### config.mk
export PLATFORM = sky130hd
export DESIGN_NAME = serial_command_frame_decoder_top
export DESIGN_NICKNAME = d
export VERILOG_FILES = /design/src/design/scfd_pkg.sv /design/src/design/serial_command_frame_decoder_top.sv /design/src/design/scfd_cfg.sv /design/src/design/scfd_frame.sv
export SDC_FILE = /design/constraint.sdc
export NUM_CORES = 1
export LEC_CHECK = 0
export BUFFER_PORTS_ARGS = -buffer_cell sky130_fd_sc_hd__buf_4
export CORE_UTILIZATION = 53
export CTS_CLUSTER_SIZE = 30
export DETAILED_ROUTE_END_ITERATION = 8
export GPL_TIMING_DRIVEN = 0
export MAX_ROUTING_LAYER = met4
export PLACE_DENSITY_LB_ADDON = 0.3
export SLEW_MARGIN = 10
export SYNTH_ARGS = -nofsm -noshare
export SYNTH_HDL_FRONTEND = slang
export SYNTH_SLANG_ARGS = --single-unit
### constraint.sdc
create_clock -name clk -period 4.09 [get_ports clk]
set_input_delay 0.6135 -clock clk [delete_from_list [all_inputs] [get_ports clk]]
set_output_delay 0.6135 -clock clk [all_outputs]
set_load 0.005 [all_outputs]
### src/design/scfd_pkg.sv
// shared types and constants for the serial command frame decoder
`default_nettype none

package scfd_pkg;

  // frame delimiters and letters
  localparam logic [7:0] CH_OPEN  = 8'h24;  // '$'
  localparam logic [7:0] CH_CLOSE = 8'h23;  // '#'
  localparam logic [7:0] CH_ZERO  = 8'd48;
  localparam logic [7:0] CH_STEER = 8'h53;  // 'S'
  localparam logic [7:0] CH_MOTOR = 8'h4D;  // 'M'
  localparam logic [7:0] CH_SPEED = 8'h43;  // 'C'
  localparam logic [7:0] CH_STOP  = 8'h54;  // 'T'
  localparam logic [7:0] CH_PROP  = 8'h50;  // 'P'
  localparam logic [7:0] CH_INTEG = 8'h49;  // 'I'
  localparam logic [7:0] CH_DERIV = 8'h44;  // 'D'

  localparam int unsigned POS_W = 7;
  localparam logic [POS_W-1:0] POS_MAX = 7'd127;

  localparam logic [15:0] SPEED_MAX_RST   = 16'hFFFF;
  localparam logic [6:0]  FRAME_LIMIT_RST = 7'd98;

  // register byte addresses
  localparam int unsigned ADDR_W = 3;
  localparam logic [ADDR_W-1:0] ADDR_SPEED_MAX   = 3'd0;
  localparam logic [ADDR_W-1:0] ADDR_FRAME_LIMIT = 3'd4;

  typedef enum logic [2:0] {
    KIND_STEER = 3'd0,
    KIND_MOTOR = 3'd1,
    KIND_SPEED = 3'd2,
    KIND_STOP  = 3'd3,
    KIND_ERROR = 3'd4
  } kind_t;

  typedef enum logic [1:0] {
    GAIN_PROP  = 2'd0,
    GAIN_INTEG = 2'd1,
    GAIN_DERIV = 2'd2
  } gain_sel_t;

  typedef struct packed {
    kind_t       kind;
    gain_sel_t   gain_select;
    logic [15:0] value;
  } cmd_t;

  typedef struct packed {
    logic [15:0] speed_max;
    logic [6:0]  frame_limit;
  } cfg_t;

  // acc * 10 + b - 48, modulo 2^16
  function automatic logic [15:0] fold_digit(input logic [15:0] acc, input logic [7:0] b);
    logic [15:0] sum;
    sum = {acc[12:0], 3'b000} + {acc[14:0], 1'b0} + {8'd0, b} - {8'd0, CH_ZERO};
    return sum;
  endfunction

endpackage

`default_nettype wire

### src/design/serial_command_frame_decoder_top.sv
// serial command frame decoder top level: input register, decode, result register
//
// received bytes enter on the rx channel (rx_valid, rx_stall, rx_byte), one
// request per byte. frames open with '$' and close with '#'; each closing '#'
// of a live frame within frame_limit yields one request on the cmd channel
// (cmd_valid, cmd_stall, kind, gain_select, value). all other bytes yield nothing.
// a byte accepted into the input register is decoded from there, and its command
// is captured in the result register that drives cmd_valid.
// throughput: one byte per cycle while no stalled command is pending; the frame
// state update and the decode of a command (one multiply-by-ten fold, letter
// compares, speed clamp) sit between the input register and the result register.
// when cmd_stall holds a pending command, the byte in the input register
// waits and rx_stall rises once that register is full; a pending command
// never changes while stalled.
// speed_max and frame_limit sit behind the apb-style port (byte addresses 0 and 4);
// the user must write them only while the decoder is idle (the block does not enforce it).
// synchronous reset closes any frame, clears both channels and restores
// speed_max 65535 and frame_limit 98.
`default_nettype none

module serial_command_frame_decoder_top
  import scfd_pkg::*;
(
  input  wire logic              clk,
  input  wire logic              rst,
  // byte channel
  input  wire logic              rx_valid,
  output logic                   rx_stall,
  input  wire logic [7:0]        rx_byte,
  // command channel
  output logic                   cmd_valid,
  input  wire logic              cmd_stall,
  output logic [2:0]             kind,
  output logic [1:0]             gain_select,
  output logic [15:0]            value,
  // configuration port
  input  wire logic              psel,
  input  wire logic              penable,
  input  wire logic              pwrite,
  input  wire logic [ADDR_W-1:0] paddr,
  input  wire logic [31:0]       pwdata,
  output logic [31:0]            prdata,
  output logic                   pready
);

  cfg_t        cfg;
  logic        byte_valid;   // input register holds a byte
  logic [7:0]  byte_reg;
  logic        go;           // input register byte is decoded this cycle
  logic        rx_take;
  logic        res_valid;
  cmd_t        res;
  cmd_t        cmd_reg;

  scfd_cfg u_cfg (
    .clk     (clk),
    .rst     (rst),
    .psel    (psel),
    .penable (penable),
    .pwrite  (pwrite),
    .paddr   (paddr),
    .pwdata  (pwdata),
    .prdata  (prdata),
    .pready  (pready),
    .cfg     (cfg)
  );

  // decode proceeds when a byte is held and the result register is free or being drained
  assign go       = byte_valid && (!cmd_valid || !cmd_stall);
  assign rx_stall = byte_valid && !go;
  assign rx_take  = rx_valid && !rx_stall;

  always_ff @(posedge clk) begin
    if (rst) begin
      byte_valid <= 1'b0;
    end else if (rx_take) begin
      byte_valid <= 1'b1;
    end else if (go) begin
      byte_valid <= 1'b0;
    end
  end

  always_ff @(posedge clk) begin
    if (rx_take) begin
      byte_reg <= rx_byte;
    end
  end

  scfd_frame u_frame (
    .clk       (clk),
    .rst       (rst),
    .go        (go),
    .rx_byte   (byte_reg),
    .cfg       (cfg),
    .res_valid (res_valid),
    .res       (res)
  );

  // result register
  always_ff @(posedge clk) begin
    if (rst) begin
      cmd_valid <= 1'b0;
    end else if (go && res_valid) begin
      cmd_valid <= 1'b1;
    end else if (!cmd_stall) begin
      cmd_valid <= 1'b0;
    end
  end

  always_ff @(posedge clk) begin
    if (go && res_valid) begin
      cmd_reg <= res;
    end
  end

  assign kind        = cmd_reg.kind;
  assign gain_select = cmd_reg.gain_select;
  assign value       = cmd_reg.value;

endmodule

`default_nettype wire

### src/design/scfd_cfg.sv
// configuration register file behind the apb-style port
`default_nettype none

module scfd_cfg
  import scfd_pkg::*;
(
  input  wire logic              clk,
  input  wire logic              rst,
  input  wire logic              psel,
  input  wire logic              penable,
  input  wire logic              pwrite,
  input  wire logic [ADDR_W-1:0] paddr,
  input  wire logic [31:0]       pwdata,
  output logic [31:0]            prdata,
  output logic                   pready,
  output cfg_t                   cfg
);

  logic wr_en;

  assign pready = 1'b1;
  assign wr_en  = psel && penable && pwrite;

  // decode on the word address bit only
  always_ff @(posedge clk) begin
    if (rst) begin
      cfg.speed_max   <= SPEED_MAX_RST;
      cfg.frame_limit <= FRAME_LIMIT_RST;
    end else if (wr_en) begin
      if (paddr[2] == ADDR_FRAME_LIMIT[2]) begin
        cfg.frame_limit <= pwdata[6:0];
      end else begin
        cfg.speed_max <= pwdata[15:0];
      end
    end
  end

  always_comb begin
    if (paddr[2] == ADDR_FRAME_LIMIT[2]) begin
      prdata = {25'd0, cfg.frame_limit};
    end else begin
      prdata = {16'd0, cfg.speed_max};
    end
  end

endmodule

`default_nettype wire

### src/design/scfd_frame.sv
// frame tracking state and per-byte command decode
`default_nettype none

module scfd_frame
  import scfd_pkg::*;
(
  input  wire logic       clk,
  input  wire logic       rst,
  input  wire logic       go,
  input  wire logic [7:0] rx_byte,
  input  wire cfg_t       cfg,
  output logic            res_valid,
  output cmd_t            res
);

  logic             in_frame, in_frame_next;
  logic [POS_W-1:0] position, position_next;
  logic [7:0]       type_letter, type_letter_next;
  logic [7:0]       gain_letter, gain_letter_next;
  logic [15:0]      accum, accum_next;
  logic [15:0]      speed_accum, speed_accum_next;

  logic             open_seen;
  logic             live;
  logic [POS_W-1:0] pos_eff;
  logic [7:0]       type_eff, gain_eff;
  logic [15:0]      accum_eff, speed_eff;

  assign open_seen = (rx_byte == CH_OPEN);
  assign live      = open_seen || in_frame;
  assign pos_eff   = open_seen ? '0 : position;
  assign type_eff  = open_seen ? '0 : type_letter;
  assign gain_eff  = open_seen ? '0 : gain_letter;
  assign accum_eff = open_seen ? '0 : accum;
  assign speed_eff = open_seen ? '0 : speed_accum;

  always_comb begin
    in_frame_next    = in_frame;
    position_next    = position;
    type_letter_next = type_letter;
    gain_letter_next = gain_letter;
    accum_next       = accum;
    speed_accum_next = speed_accum;
    res_valid        = 1'b0;
    res.kind         = KIND_ERROR;
    res.gain_select  = GAIN_PROP;
    res.value        = '0;

    if (live) begin
      in_frame_next    = 1'b1;
      position_next    = pos_eff;
      type_letter_next = type_eff;
      gain_letter_next = gain_eff;
      accum_next       = accum_eff;
      speed_accum_next = speed_eff;

      if (pos_eff > cfg.frame_limit) begin
        // overlong frame: drop silently
        in_frame_next = 1'b0;
      end else if (rx_byte == CH_CLOSE) begin
        res_valid     = 1'b1;
        in_frame_next = 1'b0;
        position_next = '0;
        if ((type_eff == CH_STEER) || (type_eff == CH_MOTOR)) begin
          if ((gain_eff == CH_PROP) || (gain_eff == CH_INTEG) || (gain_eff == CH_DERIV)) begin
            res.kind  = (type_eff == CH_STEER) ? KIND_STEER : KIND_MOTOR;
            res.value = accum_eff;
            if (gain_eff == CH_INTEG) begin
              res.gain_select = GAIN_INTEG;
            end else if (gain_eff == CH_DERIV) begin
              res.gain_select = GAIN_DERIV;
            end
          end
        end else if (type_eff == CH_SPEED) begin
          res.kind  = KIND_SPEED;
          res.value = (speed_eff > cfg.speed_max) ? cfg.speed_max : speed_eff;
        end else if (type_eff == CH_STOP) begin
          res.kind = KIND_STOP;
        end
      end else begin
        if (pos_eff == 7'd1) begin
          type_letter_next = rx_byte;
        end else if (pos_eff == 7'd2) begin
          gain_letter_next = rx_byte;
          speed_accum_next = fold_digit(speed_eff, rx_byte);
        end else if (pos_eff >= 7'd3) begin
          accum_next       = fold_digit(accum_eff, rx_byte);
          speed_accum_next = fold_digit(speed_eff, rx_byte);
        end
        if (pos_eff != POS_MAX) begin
          position_next = pos_eff + 7'd1;
        end
      end
    end
  end

  always_ff @(posedge clk) begin
    if (rst) begin
      in_frame    <= 1'b0;
      position    <= '0;
      type_letter <= '0;
      gain_letter <= '0;
      accum       <= '0;
      speed_accum <= '0;
    end else if (go) begin
      in_frame    <= in_frame_next;
      position    <= position_next;
      type_letter <= type_letter_next;
      gain_letter <= gain_letter_next;
      accum       <= accum_next;
      speed_accum <= speed_accum_next;
    end
  end

  a_close_ends_frame: assert property (@(posedge clk) disable iff (rst)
    go && res_valid |=> !in_frame && (position == '0))
    else $error("frame still open after a command result");

  a_error_is_blank: assert property (@(posedge clk) disable iff (rst)
    res_valid && (res.kind == KIND_ERROR) |-> (res.value == '0) && (res.gain_select == GAIN_PROP))
    else $error("error result carries a value or gain select");

  a_speed_clamped: assert property (@(posedge clk) disable iff (rst)
    res_valid && (res.kind == KIND_SPEED) |-> (res.value <= cfg.speed_max))
    else $error("speed target above configured maximum");

  a_open_starts_frame: assert property (@(posedge clk) disable iff (rst)
    go && (rx_byte == CH_OPEN) && (cfg.frame_limit != '0) |=> in_frame && (position == 7'd1))
    else $error("open byte did not start a frame");

endmodule

`default_nettype wire
==> impl_metrics.yaml <==
power:
  power.sequential.fraction: 0.481
  power.share.combinational: 0.138
  power_switching_uw: 608
  standby_leakage_power_nw: 4.52
  power.share.clock: 0.381
  p_sw_frac: 0.256
  power_density_nw_per_um2: 250
  p_int_mw: 1.76
  vdd_drop_max_mv: 0.227
  power.total_mw: 2.37
synth:
  complex_gate_fraction_of_the_synthesized_area: 0.191
  synth-async-reset-ratio: 0
  netlist_top_cells_area: "sky130_fd_sc_hd__dfxtp_1 21%, sky130_fd_sc_hd__ha_1 15%, sky130_fd_sc_hd__edfxtp_1 11%"
  yosysWarnings: 0
  synth-xor-area-share: 0.0364
  ys_top_cells_by_count: "93 x sky130_fd_sc_hd__ha_1, 93 x sky130_fd_sc_hd__inv_1, 81 x sky130_fd_sc_hd__dfxtp_1"
  syn-mean-instance-area_sq_um: 9.02
  synth.area.mux_share: 0.0349
  synth-simple-area-share: 0.160
  synth.cell_area_sq_um: 7700
  synth_enable_flop_cells: 29
  synth_top_area_frac: 0.211
  synth_top_family_by_area: "compound AO/OA/AOI/OAI gates"
  synth.yosys.seq_area_share: 0.324
  synthDominantAreaCellType: "sky130_fd_sc_hd__dfxtp_1"
  yosys_register_bits: 110
  synth_ff_type: "sky130_fd_sc_hd__dfxtp_1"
  synth_cells: 854
  post_synth_fa_ha_maj_area_fraction: 0.172
  synthDistinctLibCells: 71
floorplan:
  initial_utilization: 0.549
  fp.dieH_microns: 123
  die-area_sq_um: 15000
  design.core.area_sq_um: 14000
  cell_rows: 43
  die_w_microns: 123
  io_pins: 106
hold_path:
  min-delay-path-class: "input pin to flop"
  hold_end: "byte_reg[2]$_DFFE_PP_"
  hold-path-cell-count: 1
  hold_path.startpoint: "rx_byte[2]"
cts:
  cts_root_buf: "sky130_fd_sc_hd__clkbuf_16"
  insertion_delay_ns: 0.37
  worst_setup_hold_path_clk_slew_ns: 0.08
  cts_num_sinks: 110
  cts_buffers: 9
  cts-htree-levels: 3
  cts_max_path_buffers: 2
  cts_tree: "built"
cells_and_area:
  drive_above_1_share: 0.237
  largest_register: "u_cfg.cfg"
  finalNetCount: 1133
  largest_register_ffs: 23
  antenna_diode_count: 0
  area_growth_syn_to_layout_pct: 23.2
sta:
  skew_ns: 0.00855
  period_share: 1.01
  tightestPinTransition_ns: 0.726
  hold_viol: 0
  finalSetupViolations: 3
  worst_hold_slack_ns: 0.417
  grt_setup_unrepaired: "true"
  finalMaxSlewViolations: 0
  achievable-frequency_mhz: 242
  worst_case_setup_margin_in_the_final_layout_ns: -0.0401
  timing.slew.headroom: 0.516
  finalWorstPathRequiredPeriod_ns: 4.13
critical_path:
  r2r_cells: 15
  timing.rr.end: "u_frame.speed_accum[15]$_SDFFE_PP0P_"
  setup.reg_to_reg.worst_slack_ns: -0.04
  timing.critical_path.arrival_ns: 4.39
  worstPathRequired_ns: 4.35
  worstSetupEndpointType: "flop"
  start_kind: "flop"
  criticalPathCategory: "flop to flop"
  critical_path_peak_fanout: 10
  reg2reg_from: "byte_reg[1]$_DFFE_PP_"
outcome:
  outcome: "finished with violations"
  failing_checks: "negative setup slack"
global_route:
  grt_pass1_wl_microns: 29900
  grt_use_total: 0.265
  globalRoute.totalOverflow: 0
  grt_start_max_net_pins: 22
  first_global_vias: 6090
  initial_antenna_violation_count: 0
drt:
  dr.pass1.iters: 5
  routed_wirelength_microns: 20000
  post-route-drc-count: 0
  antenna_left: 0
  wire_per_inst_microns: 17.1
  via_count: 6762
  post_detailed_route_via_to_cell_ratio: 5.79
  drt_iter0_drc: 690
placed_design:
  port_buffers: 69
  gp_routability_congestion: 0.901
  hpwlAfterDp_microns: 14200
run:
  max_cap_viol_count: 0
## worst max-delay path by stage
| stage | to | slack, ns | start |
|---|---|---|---|
| global placement | u_frame.speed_accum[13]$_SDFFE_PP0P_ | -0.85 | byte_reg[5]$_DFFE_PP_ |
| global route | u_frame.speed_accum[15]$_SDFFE_PP0P_ | -0.16 | byte_reg[1]$_DFFE_PP_ |
| finish | u_frame.speed_accum[15]$_SDFFE_PP0P_ | -0.04 | byte_reg[1]$_DFFE_PP_ |
| detailed placement | u_frame.speed_accum[13]$_SDFFE_PP0P_ | -0.90 | byte_reg[5]$_DFFE_PP_ |
| floorplan | u_frame.accum[12]$_SDFFE_PP0P_ | 0.002 | byte_reg[5]$_DFFE_PP_ |
| CTS | u_frame.speed_accum[15]$_SDFFE_PP0P_ | 0.004 | byte_reg[6]$_DFFE_PP_ |
## metrics by stage
stage,worst slack [ns],cells,setup TNS (ns),util,instance area (sq um)
after floorplan,0.00220,869,0,-,7760
after global placement,-0.850,1118,-37.32,0.606,8500
after detailed placement,-0.903,1118,-41.45,0.606,8500
after CTS,0.00393,1147,0,0.646,9070
after global routing,-0.156,1167,-0.785,0.676,9490
final,-0.0401,1167,-0.0736,0.676,9490
## cell type report
type / instances / area [sq um]
multi-input combinational: 616 / 4990
fill: 1118 / 4550
sequential: 110 / 2490
timing repair buffer: 103 / 777
inverter: 93 / 353
buffer: 49 / 352
clock buffer: 10 / 229
tap: 180 / 225
clock inverter: 6 / 71.3
## per-layer routing
layer,vias to the layer above,GRT usage,share of wire
met1,3191,0.356,0.45
met3,35,0.0404,0.067
met2,251,0.408,0.46
met4,0,0.0869,0.018
li1,3285,-,-
met5,-,-,0
## layout by cell type, fill, tap and decap left out, types with 19 or more instances in the layout
cell                         n
sky130_fd_sc_hd__a211o_1    21
sky130_fd_sc_hd__a21oi_1    28
sky130_fd_sc_hd__a22o_1     39
sky130_fd_sc_hd__buf_4     124
sky130_fd_sc_hd__dfxtp_1    81
sky130_fd_sc_hd__edfxtp_1   29
sky130_fd_sc_hd__ha_1       84
sky130_fd_sc_hd__inv_1      88
sky130_fd_sc_hd__mux2i_1    19
sky130_fd_sc_hd__nand2_1    57
sky130_fd_sc_hd__nor2_1     63
sky130_fd_sc_hd__o21ai_0    25
sky130_fd_sc_hd__xnor2_1    23
## power by group through the flow
stage,Sequential (mW),Combinational (mW),Clock (mW)
global route,1.14,0.359,0.948
finish,1.14,0.328,0.904
detailed placement,1.16,0.269,0
global placement,1.16,0.264,0
floorplan,1.16,0.185,0
CTS,1.14,0.293,0.909
## timing repair
item | 4_1_cts | 5_1_grt
buffers inserted | 13 | 21
pin swaps | 10 | 35
hold buffers | 0 | 0
setup endpoints to repair | 90 | 42
gates resized for setup | 39 | 72
## worst max-delay path: stages, from the launching register on
cell and delay [ns]:
sky130_fd_sc_hd__edfxtp_1 0.45, sky130_fd_sc_hd__nor4_4 0.41, sky130_fd_sc_hd__nand4bb_4 0.15, sky130_fd_sc_hd__buf_6 0.17
sky130_fd_sc_hd__buf_4 0.19, sky130_fd_sc_hd__nand2_4 0.11, sky130_fd_sc_hd__o21ai_1 0.10, sky130_fd_sc_hd__fa_1 0.55
sky130_fd_sc_hd__fa_2 0.42, sky130_fd_sc_hd__a211oi_2 0.24, sky130_fd_sc_hd__nor2_2 0.09, sky130_fd_sc_hd__or4_4 0.60
sky130_fd_sc_hd__a31oi_4 0.17, sky130_fd_sc_hd__a21oi_2 0.06, sky130_fd_sc_hd__xnor2_1 0.13, sky130_fd_sc_hd__a22o_1 0.19
## cells by family (layout without fill, tap and decap cells)
family | Yosys count | in the layout
DFF | 110 | 110
buffers and inverters | 143 | 261
adders and majority gates | 101 | 101
other | 2 | 17
muxes | 25 | 25
AOI/OAI and AO/OA | 204 | 204
and+or+nand+nor | 237 | 237
xor gates and xnor gates | 32 | 32
Power figures use the tool's default switching activity.
